<file path="config.mk">
export PLATFORM = sky130hd
export DESIGN_NAME = jps_scan
export DESIGN_NICKNAME = d
export VERILOG_FILES = /design/src/sv/jps_pkg.sv /design/src/sv/jps_scan.sv
export SDC_FILE = /design/constraint.sdc
export NUM_CORES = 1
export LEC_CHECK = 0
export BUFFER_PORTS_ARGS = -buffer_cell sky130_fd_sc_hd__buf_2
export CAP_MARGIN = 20
export CORE_MARGIN = 2
export CORE_UTILIZATION = 44
export DETAILED_ROUTE_END_ITERATION = 16
export MAX_ROUTING_LAYER = met4
export SLEW_MARGIN = 10
export SYNTH_ARGS = -nofsm -noshare
export SYNTH_HDL_FRONTEND = slang
export SYNTH_SLANG_ARGS = --single-unit
</file>
<file path="constraint.sdc">
create_clock -name clk_i -period 10.1 [get_ports clk_i]
set_input_delay 1.01 -clock clk_i [delete_from_list [all_inputs] [get_ports clk_i]]
set_output_delay 1.01 -clock clk_i [all_outputs]
set_load 0.02 [all_outputs]
</file>
<file path="src/sv/jps_pkg.sv">
// Shared types and constants for the Jacobi five-point stencil sweep unit.
// No dependencies; every other file of the block but jps_ram refers to it by scoped names.
package jps_pkg;

  localparam int IDX_W    = 10;  // row_index / col_index field width
  localparam int CHANGE_W = 31;  // max_change field width
  localparam int LEN_W    = 11;  // row_length register width
  localparam int TOL_W    = 31;  // tolerance register width
  localparam int CFG_W    = 32;  // configuration write data width
  localparam int CFG_IDX_W = 4;  // configuration register index width

  localparam logic [LEN_W-1:0]    LEN_RESET  = 11'd1024;
  localparam logic [CHANGE_W-1:0] CHANGE_MAX = 31'h7FFF_FFFF;
  localparam int                  MIN_LEN    = 3;

  typedef enum logic [CFG_IDX_W-1:0] {
    CFG_ROW_LENGTH = 4'd0,
    CFG_TOLERANCE  = 4'd1
  } cfg_index_e;

  // Position of one grid point as it moves down the pipeline
  typedef struct packed {
    logic [IDX_W-1:0] row_index;  // row of the updated point (row - 1 of the scan)
    logic [IDX_W-1:0] col_index;  // column of the updated point
    logic             emit;       // interior point: a result is produced
    logic             last;       // final interior point of the sweep
  } pos_t;

endpackage

</file>
<file path="src/sv/jps_scan.sv">
// Raster scan counters: clamp the row length, give the column address and
// the position flags of each accepted grid point. Depends on jps_pkg.
module jps_scan #(
  parameter int MAX_ROW = 1024
) (
  input  logic                        clk_i,
  input  logic                        rst_ni,
  input  logic [jps_pkg::LEN_W-1:0]   row_length_i,
  input  logic                        advance_i,
  output logic [$clog2(MAX_ROW)-1:0]  col_o,
  output jps_pkg::pos_t               pos_o
);

  localparam int CW = $clog2(MAX_ROW);
  localparam int NW = $clog2(MAX_ROW + 1);

  logic [CW-1:0] row_q, row_d;
  logic [CW-1:0] col_q, col_d;
  logic [NW-1:0] n;
  logic [NW-1:0] r, c, c_inc, r_inc, r_m1, c_m1;

  // Effective row length, held inside [3, MAX_ROW]
  always_comb begin
    if (32'(row_length_i) < 32'(jps_pkg::MIN_LEN)) begin
      n = NW'(jps_pkg::MIN_LEN);
    end else if (32'(row_length_i) > 32'(MAX_ROW)) begin
      n = NW'(MAX_ROW);
    end else begin
      n = NW'(row_length_i);
    end
  end

  always_comb begin
    // wrap first if the length shrank under the counters
    r = NW'(row_q);
    c = NW'(col_q);
    if (c >= n) begin
      c = '0;
      r = r + NW'(1);
    end
    if (r >= n) begin
      r = '0;
    end

    c_inc = c + NW'(1);
    r_inc = r + NW'(1);
    if (c_inc >= n) begin
      col_d = '0;
      row_d = (r_inc >= n) ? '0 : CW'(r_inc);
    end else begin
      col_d = CW'(c_inc);
      row_d = CW'(r);
    end
  end

  assign r_m1 = r - NW'(1);
  assign c_m1 = c - NW'(1);

  always_comb begin
    pos_o.row_index = jps_pkg::IDX_W'(r_m1);
    pos_o.col_index = jps_pkg::IDX_W'(c_m1);
    pos_o.emit      = (r >= NW'(2)) && (c >= NW'(2));
    pos_o.last      = (r == n - NW'(1)) && (c == n - NW'(1));
  end

  assign col_o = CW'(c);

  always_ff @(posedge clk_i or negedge rst_ni) begin
    if (!rst_ni) begin
      row_q <= '0;
      col_q <= '0;
    end else if (advance_i) begin
      row_q <= row_d;
      col_q <= col_d;
    end
  end

endmodule

</file>
==> summary.txt <==
final setup fails - 0
Critical Path AT - 9.18 ns
worst skew pair latency - 0.26 ns
CTS resizes - 0
setup_tns - 0 ns
Initial Util - 45.8%
RSZ-0062 raised after global routing - false
Vias - 3983
nets - 602
post-route clock period utilization - 89.1%
antenna-violating nets left - 0
global-route wire length before repair - 21.1 mm
post-synth cell types - 73
# DRC - 0
# Max-Cap Violations - 0
grt ovf - 0
I/O Buffers - 45
Crit. End Element - register
minimum clock period - 9.00 ns
routed vias/inst - 6.22
DPL Wire Length - 10.7 mm
clk sinks - 20
Std-Cell Rows - 33
Ys Warns - 0
vias in the first global route - 3848
Root Driver - clkbuf_8
DR iter-0 viols - 247
CTS Buffer Depth - 2
Reg clk slew, reported paths - 0.08 ns
Post-synth EDFFs - 0
Die W - 97.0 um
headroom to the max-slew limit - 44.4%
GPL Wtd Cong - 0.965
total wire length - 13.2 mm
area leader, netlist - ha_1
Die Y - 97.0 um
share of the synthesized area in the top cell type - 16.8%
hold_buf cts - 0
layout cells sized above 1 - 15.7%
largest net degree at the start of global routing - 33
IO Pins - 46
Synth async-reset ratio - 100%
most common cell in the netlist - nand2_1
Primary FF master, synth - dfrtp_1
most frequent cells after synthesis - nand2_1, ha_1, inv_1, nor2_1, xnor2_1
Slew Viols, Final - 0
GRT Util Overall - 28.7%
critical path startpoint category - input pin
Mapped Area - 3800 um^2
Area growth syn-to-layout - 9.47%
status - finished, final reports clean
CTS buffer count - 3
Final Non-Filler Cells - 640
full die area - 9410 um^2
largest cells by area after synthesis - ha_1, dfrtp_1, xnor2_1, nand2_1, nand3_1
power per cell area - 330 nW/um^2
min-delay worst type - reg2reg
Worst Tran Pin Value - 0.826 ns
Mapped Nets - 563
WL/cell - 20.6 um
DR pass1 iterations - 4
initial antenna violation count - 0
crit-path max FO - 23
Pwr Total - 1.38 mW
H-tree Lvls - 1
Avg Cell Area, Syn - 7.64 um^2
Max VDD drop - 0.000252 V
static leakage power - 1.87 nW
clock skew - 0.00182 ns
Achievable Freq - 111 MHz
antenna cells - 0
Required @ worst endpoint - 10.28 ns
Seq cells post-synth - 20
Cells after Synth - 498
Post-CTS Setup Repair Bufs - 0
sequential area share after synthesis - 13.2%
final hold violations - 0
CTS tree - yes
core area - 8300 um^2
dpl cells - 637
Worst Path Class, Setup - in2reg
==> placed cells by master (no fill, tap or decap), types with 6 or more instances in the layout <==
master and instances:
a31oi_1 9, buf_2 45, dfrtp_1 20, o21ai_1 6, nor2b_1 9, inv_1 33
nand2_1 60, nor2_1 33, nand4_1 12, and3_1 11, o2111ai_1 6, nand3_1 26
a211oi_1 7, nor3_1 10, ha_1 51, a21oi_1 18, xnor2_1 30, xor2_1 8
o21a_1 8, o21ai_0 26, mux2i_1 6
==> layer usage <==
layer | global-route usage (%) | share of wire [%] | vias up
met4 | 8.45 | 2.8 | 0
met1 | 37.2 | 43 | 1864
met3 | 2.89 | 5.9 | 34
li1 | - | - | 1926
met2 | 47.5 | 48 | 159
met5 | - | 0 | -
==> area by class of cell <==
class,instances,area [um^2]
fillers,853,4130
multi-input cells,429,3110
flip-flops and latches,20,500
repair buffers,50,263
well taps,105,131
inverters,33,124
clock buffers,3,41.3
==> report_power, final <==
group	total [mW]	switching (mW)	internal, mW
clock	0.0539	0.0273	0.0266
sequential	0.153	0.0445	0.109
combinational	1.17	0.758	0.411
==> metrics by stage <==
step                      hold slack (ns)  cell area (um^2)  utilization [%]  setup slack, ns
final                               0.554              4170             50.2             1.10
after global routing                0.591              4170             50.2            0.460
after CTS                           0.563              4170             50.2             1.29
after detailed placement            0.543              4120             49.7             1.04
after global placement              0.525              4120             49.7             1.32
after floorplan                     0.491              3800                -             2.20
==> worst max-delay path, cell delays in order <==
cell      delay, ns
buf_2          0.18
inv_1          0.42
nand2_1        0.34
ha_1           0.35
nor3_4         0.28
o221a_1        0.24
a21boi_4       0.58
o21ai_1        0.26
nand2_1        0.31
ha_1           0.31
nand4_1        0.12
nor2_1         0.06
a21oi_1        0.17
a41o_1         0.54
nand2_1        0.26
inv_1          0.15
ha_1           0.23
nand4_1        0.22
nand3b_1       0.31
xnor2_1        0.19
ha_1           0.34
a211oi_1       0.20
and3_1         0.18
o21ai_0        0.11
a211oi_2       0.58
nor2b_1        0.57
or3b_2         0.49
a31oi_1        0.14
==> final timing paths <==
path / start / to / slack [ns] / cells after the start
min in group asynchronous: rst_ni / col_q[2] / 0.69 / 1
worst min register to register: col_q[4] / col_q[4] / 0.55 / 2
worst max-delay path: row_length_i[10] / row_q[4] / 1.10 / 28
max in group asynchronous: rst_ni / row_q[4] / 9.10 / 1
worst max register to register: col_q[6] / row_q[4] / 2.42 / 25
worst min-delay path: col_q[4] / col_q[4] / 0.55 / 2
==> sequential cells by signal, indices dropped and copies added, names as in the netlist <==
signal and flops:
col_q 10, row_q 10
==> logic make-up (layout without fill, tap and decap cells) <==
logic type / after synthesis / after routing / share of synthesized area (%)
flip-flops: 20 / 20 / 13.2
XOR/XNOR: 38 / 38 / 8.75
buffers and inverters: 49 / 86 / 5.39
AO/OA/AOI/OAI: 133 / 133 / 26.5
multiplexers: 6 / 6 / 1.58
AND/OR/NAND/NOR: 201 / 201 / 27.9
adder cells (fa/ha/maj): 51 / 51 / 16.8
(Power assumes the default switching activity.)
