==> src/sv/jps_pkg.sv <==
// Shared types and constants for the Jacobi five-point stencil sweep unit.
// No dependencies; every other file of the block but jps_ram refers to it by scoped names.
package jps_pkg;

  localparam int IDX_W    = 10;  // row_index / col_index field width
  localparam int CHANGE_W = 31;  // max_change field width
  localparam int LEN_W    = 11;  // row_length register width
  localparam int TOL_W    = 31;  // tolerance register width
  localparam int CFG_W    = 32;  // configuration write data width
  localparam int CFG_IDX_W = 4;  // configuration register index width

  localparam logic [LEN_W-1:0]    LEN_RESET  = 11'd1024;
  localparam logic [CHANGE_W-1:0] CHANGE_MAX = 31'h7FFF_FFFF;
  localparam int                  MIN_LEN    = 3;

  typedef enum logic [CFG_IDX_W-1:0] {
    CFG_ROW_LENGTH = 4'd0,
    CFG_TOLERANCE  = 4'd1
  } cfg_index_e;

  // Position of one grid point as it moves down the pipeline
  typedef struct packed {
    logic [IDX_W-1:0] row_index;  // row of the updated point (row - 1 of the scan)
    logic [IDX_W-1:0] col_index;  // column of the updated point
    logic             emit;       // interior point: a result is produced
    logic             last;       // final interior point of the sweep
  } pos_t;

endpackage

==> src/sv/jps_track.sv <==
// Change tracking and result register: absolute change, running maximum
// over the sweep and the convergence flag. Depends on jps_pkg.
module jps_track #(
  parameter int DATA_WIDTH = 32
) (
  input  logic                              clk_i,
  input  logic                              rst_ni,
  input  logic                              valid_i,
  input  logic signed [DATA_WIDTH-1:0]      new_value_i,
  input  logic signed [DATA_WIDTH-1:0]      center_i,
  input  jps_pkg::pos_t                     pos_i,
  input  logic [jps_pkg::TOL_W-1:0]         tolerance_i,
  input  logic                              ready_i,
  output logic                              free_o,
  output logic                              valid_o,
  output logic signed [DATA_WIDTH-1:0]      new_value_o,
  output logic [jps_pkg::IDX_W-1:0]         row_index_o,
  output logic [jps_pkg::IDX_W-1:0]         col_index_o,
  output logic [jps_pkg::CHANGE_W-1:0]      max_change_o,
  output logic                              converged_o,
  output logic                              last_o
);

  localparam int DW = DATA_WIDTH;
  localparam int EW = (DW + 1 > 32) ? DW + 1 : 32;

  logic                            mv_q;
  logic signed [DW-1:0]            nv_q;
  logic [jps_pkg::IDX_W-1:0]       row_q, col_q;
  logic [jps_pkg::CHANGE_W-1:0]    max_q, largest_q, largest_d;
  logic                            conv_q, last_q;
  logic signed [DW:0]              diff;
  logic [DW:0]                     mag;
  logic [EW-1:0]                   mag_e;
  logic [jps_pkg::CHANGE_W-1:0]    change, new_max;
  logic                            load;

  assign free_o = !mv_q || ready_i;
  assign load   = valid_i && pos_i.emit && free_o;

  assign diff  = (DW+1)'(new_value_i) - (DW+1)'(center_i);
  assign mag   = diff[DW] ? -diff : diff;
  assign mag_e = EW'(mag);
  assign change = (mag_e > EW'(jps_pkg::CHANGE_MAX)) ? jps_pkg::CHANGE_MAX
                                                     : mag_e[jps_pkg::CHANGE_W-1:0];
  assign new_max = (change > largest_q) ? change : largest_q;

  // clear the running maximum after the final point of a sweep
  assign largest_d = pos_i.last ? '0 : new_max;

  always_ff @(posedge clk_i or negedge rst_ni) begin
    if (!rst_ni) begin
      mv_q      <= 1'b0;
      largest_q <= '0;
    end else begin
      if (free_o) begin
        mv_q <= valid_i && pos_i.emit;
      end
      if (load) begin
        largest_q <= largest_d;
      end
    end
  end

  always_ff @(posedge clk_i) begin
    if (load) begin
      nv_q   <= new_value_i;
      row_q  <= pos_i.row_index;
      col_q  <= pos_i.col_index;
      max_q  <= new_max;
      conv_q <= pos_i.last && (new_max < tolerance_i);
      last_q <= pos_i.last;
    end
  end

  assign valid_o      = mv_q;
  assign new_value_o  = nv_q;
  assign row_index_o  = row_q;
  assign col_index_o  = col_q;
  assign max_change_o = max_q;
  assign converged_o  = conv_q;
  assign last_o       = last_q;

endmodule

==> config.mk <==
export PLATFORM = sky130hd
export DESIGN_NAME = jps_track
export DESIGN_NICKNAME = d
export VERILOG_FILES = /design/src/sv/jps_pkg.sv /design/src/sv/jps_track.sv
export SDC_FILE = /design/constraint.sdc
export NUM_CORES = 1
export LEC_CHECK = 0
export BUFFER_PORTS_ARGS = -buffer_cell sky130_fd_sc_hd__buf_2
export CAP_MARGIN = 20
export CELL_PAD_IN_SITES_DETAIL_PLACEMENT = 1
export CELL_PAD_IN_SITES_GLOBAL_PLACEMENT = 1
export CORE_MARGIN = 10
export CORE_UTILIZATION = 45
export DETAILED_ROUTE_END_ITERATION = 6
export PLACE_DENSITY_LB_ADDON = 0.08
export SYNTH_ARGS = -nofsm -noshare
export SYNTH_HDL_FRONTEND = slang
export SYNTH_SLANG_ARGS = --single-unit
==> constraint.sdc <==
create_clock -name clk_i -period 7.3 [get_ports clk_i]
set_input_delay 0.365 -clock clk_i [delete_from_list [all_inputs] [get_ports clk_i]]
set_output_delay 0.365 -clock clk_i [all_outputs]
set_load 0.02 [all_outputs]
==> impl_results.md <==
* Outcome: complete, but fails checks
* Violated checks: negative setup slack
* Most common cell after layout, fill and taps aside: buf_2
* Gr usage total at 0.240
* # clock sinks at roughly 120
* Die height at 160 µm
* Post-DR vias/cell at 5.79
* Site row count at between 50 and 60
* Hold Crit Class: input port to asynchronous set/reset pin
* Share of the synthesized area in the top cell type at 0.289
* Largest net degree at the start of global routing at between 50 and 60
* CTS tree: done
* Post-route ant nets at 0
* Worst r2r src: largest_q[1]
* Synthesized Nets at 1172
* Initial antenna violation count at 0
* Critical Path Max Stage Delay at 0.43 ns
* Pre-CTS WS at -0.613 ns
* FF-to-FF path depth at 26
* Required time worst endpoint at 7.46 ns
* Ports at about 210
* Routing usage on met2 at 0.436
* Final Hold Vio Count at 0
* Worst reg-to-reg setup slack at 2.65 ns
* Final setup fails at 1
* Final worst path period share at 1.01
* Most frequent cells in the layout: buf_2 (207), buf_4 (197), inv_1 (103)
* Worst-margin pin slew at 0.848 ns
* Max cap viols at 0
* Final WL at 35.1 mm
* Worst vdd ir at around 0.0002 V
* Slew Limit Fails at 0
* Capture point of the critical path: converged_o
* Clock Tree Root: clkbuf_16
* Pleak at just under 6 nW
* Yosys warnings at 0
* Starting Density at 0.455
* Non-Filler Instances at between 1500 and 2000
* Top Usage Layer GRT: met2
* Htree depth at 4
* Syn-to-layout area delta at 42.9%
* EDFF count, synth at 85
* TritonRoute pass-1 iters at 5
* Reg-to-Reg End: converged_o
* Final WS setup at -0.0421 ns
* # DRC at 0
* Layout cells sized above 1 at 0.389
* Mapped Area at about 8800 µm²
* Async set-reset flop share out of synthesis at 0.274
* Crit Path Max Fanout at 8
* Most common cell on crit path: buf_4
* Met1 usage at 0.274
* Syn avg cell area at roughly 9 µm²
* Core Box Area at approximately 19000 µm²
* Routability congestion estimate at a little under 0.9
* Placed cell count at between 1500 and 2000
* Crit path kind: input port to register
* Multi-input gate area at ~5400 µm²
* Area leader, netlist: edfxtp_1
* Clk buf depth at 2
* Clock Skews at around 0.012 ns
* Min Tclk post-route at ~7.3 ns
* CP max-delay cell: o21ai_0
* Arrival time worst endpoint at ~7.5 ns
* Critical path launch point type: input port
* HPWL after DPL at 23.6 mm
* ANT cells at 0
* Core Util, Final at 0.650
* Sequential element share of the synthesized area at 0.380
* FF+latch count, synth at 117
* Chip width at roughly 160 µm
* Clk_lat worst skew at around 0.44 ns
* Slew Limit Headroom at 0.435
* Die area at roughly 26000 µm²
* First-pass GRT wire length at between 50 and 60 mm
* PwrDens at approximately 370 nW/µm²
* CP Capture Type: register
* Vias in the first global route at 9857
* Syn Inst Count at 956
* Clk pin slew, worst setup/hold paths at about 0.060 ns
* Port bufs at 207
* Drt wl/cell at approximately 22 µm
* Yosys cell types at 74
* Congestion Overflow GR at 0
* Fillers at 2305
* Prevailing post-synth register cell: edfxtp_1
* Inserted Clock Buffers at 17
* Iteration-0 DRC Markers at roughly 580
* Final nets at about 1600
* Largest cells by area after synthesis: edfxtp_1 (29%), ha_1 (13%), dfrtp_1 (9.1%), inv_1 (4.4%), a21oi_1 (3.7%)
* Routed vias at approximately 9400
* CP startpoint: new_value_i[3]
* GR Layer Usage met3 at 0.0512
* Peak Freq at 136 MHz
* Storage element area at 3350 µm²
==> what timing repair did <==
action	CTS	global route
hold buffers	0	0
endpoints found under the setup margin	1	1
resized for setup	16	82
buffers inserted	3	14
pin swaps	4	34
==> Yosys cell counts (all sizes together), types with 5 or more instances <==
master and number:
nand4 19, mux2 7, dfrtp 32, buf 15, a22o 19, nand2b 10, a21oi 66, edfxtp 85
o21a 6, a221o 10, nor3 26, nor2b 14, inv 104, and3 8, nor2 72, nand3 20
o31ai 6, nand2 73, or3 5, clkbuf 22, nor4 7, o2111ai 5, a21o 33, o211ai 10
a211oi 10, xnor2 25, xor2 21, a31oi 32, nor3b 5, ha 94, o21ai 43
==> worst min path at each step <==
stage	from	to	slack, ns	cells after the start
5_1_grt	rst_ni	valid_o	0.07	1
3_3_place_gp	rst_ni	valid_o	0.49	1
4_1_cts	rst_ni	largest_q[30]	0.04	1
3_5_place_dp	rst_ni	valid_o	0.49	1
2_1_floorplan	rst_ni	largest_q[0]	0.07	0
6_report	rst_ni	valid_o	0.04	1
==> final cells by class <==
type	instances	share of cell area
Clock buffer	17	0.0337
Clock inverter	15	0.0121
Inverter	104	0.0312
Multi-Input combinational cell	698	0.425
Sequential cell	117	0.266
Tap cell	265	0.0263
Timing Repair Buffer	410	0.206
==> logic make-up (layout without fill, tap and decap cells) <==
logic type               after synthesis  in the layout  share of synthesized area
adder cells (fa/ha/maj)               95             95                      0.136
AO/OA/AOI/OAI                        274            274                      0.210
XOR/XNOR                              46             46                     0.0457
buffers and inverters                141            546                     0.0628
flip-flops                           117            117                      0.380
multiplexers                           8              8                     0.0101
AND/OR/NAND/NOR                      275            275                      0.156
==> worst max-delay path, delay by kind of cell <==
kind                       cells  cell delay (ns)
AOI/OAI and AO/OA             18             3.58
and+or+nand+nor                7             1.03
xor gates and xnor gates       1             0.36
buffers and inverters          9             1.34
adders and majority gates      3             0.83
==> flip-flops by register name, indices dropped and copies added (netlist names) <==
signal and flops:
row_index_o 10, converged_o 1, valid_o 1, last_o 1
col_index_o 10, new_value_o 32, max_change_o 31, largest_q 31
==> report_power, final <==
part	total (W)	switching, W	internal (W)
Clock	0.000836	0.000382	0.000454
Combinational	0.00275	0.00153	0.00122
Sequential	0.00103	0.000102	0.000926
Total	0.00462	0.00201	0.00260
==> layer usage <==
metal	vias up	routed length, µm
met3	94	1940
met1	4657	14100
met4	0	1040
met2	368	18000
met5	-	0
li1	4301	-
==> through the flow <==
stage	setup TNS [ns]	cell area, µm²	hold WS, ns	power [W]
after floorplan	0	8820	0.0694	0.00239
after global placement	-0.334	11400	0.490	0.00324
after detailed placement	-0.613	11400	0.494	0.00339
after CTS	0	12100	0.0362	0.00436
after global routing	-0.332	12600	0.0745	0.00488
final	-0.0421	12600	0.0363	0.00462
Power figures use the tool's default switching activity.
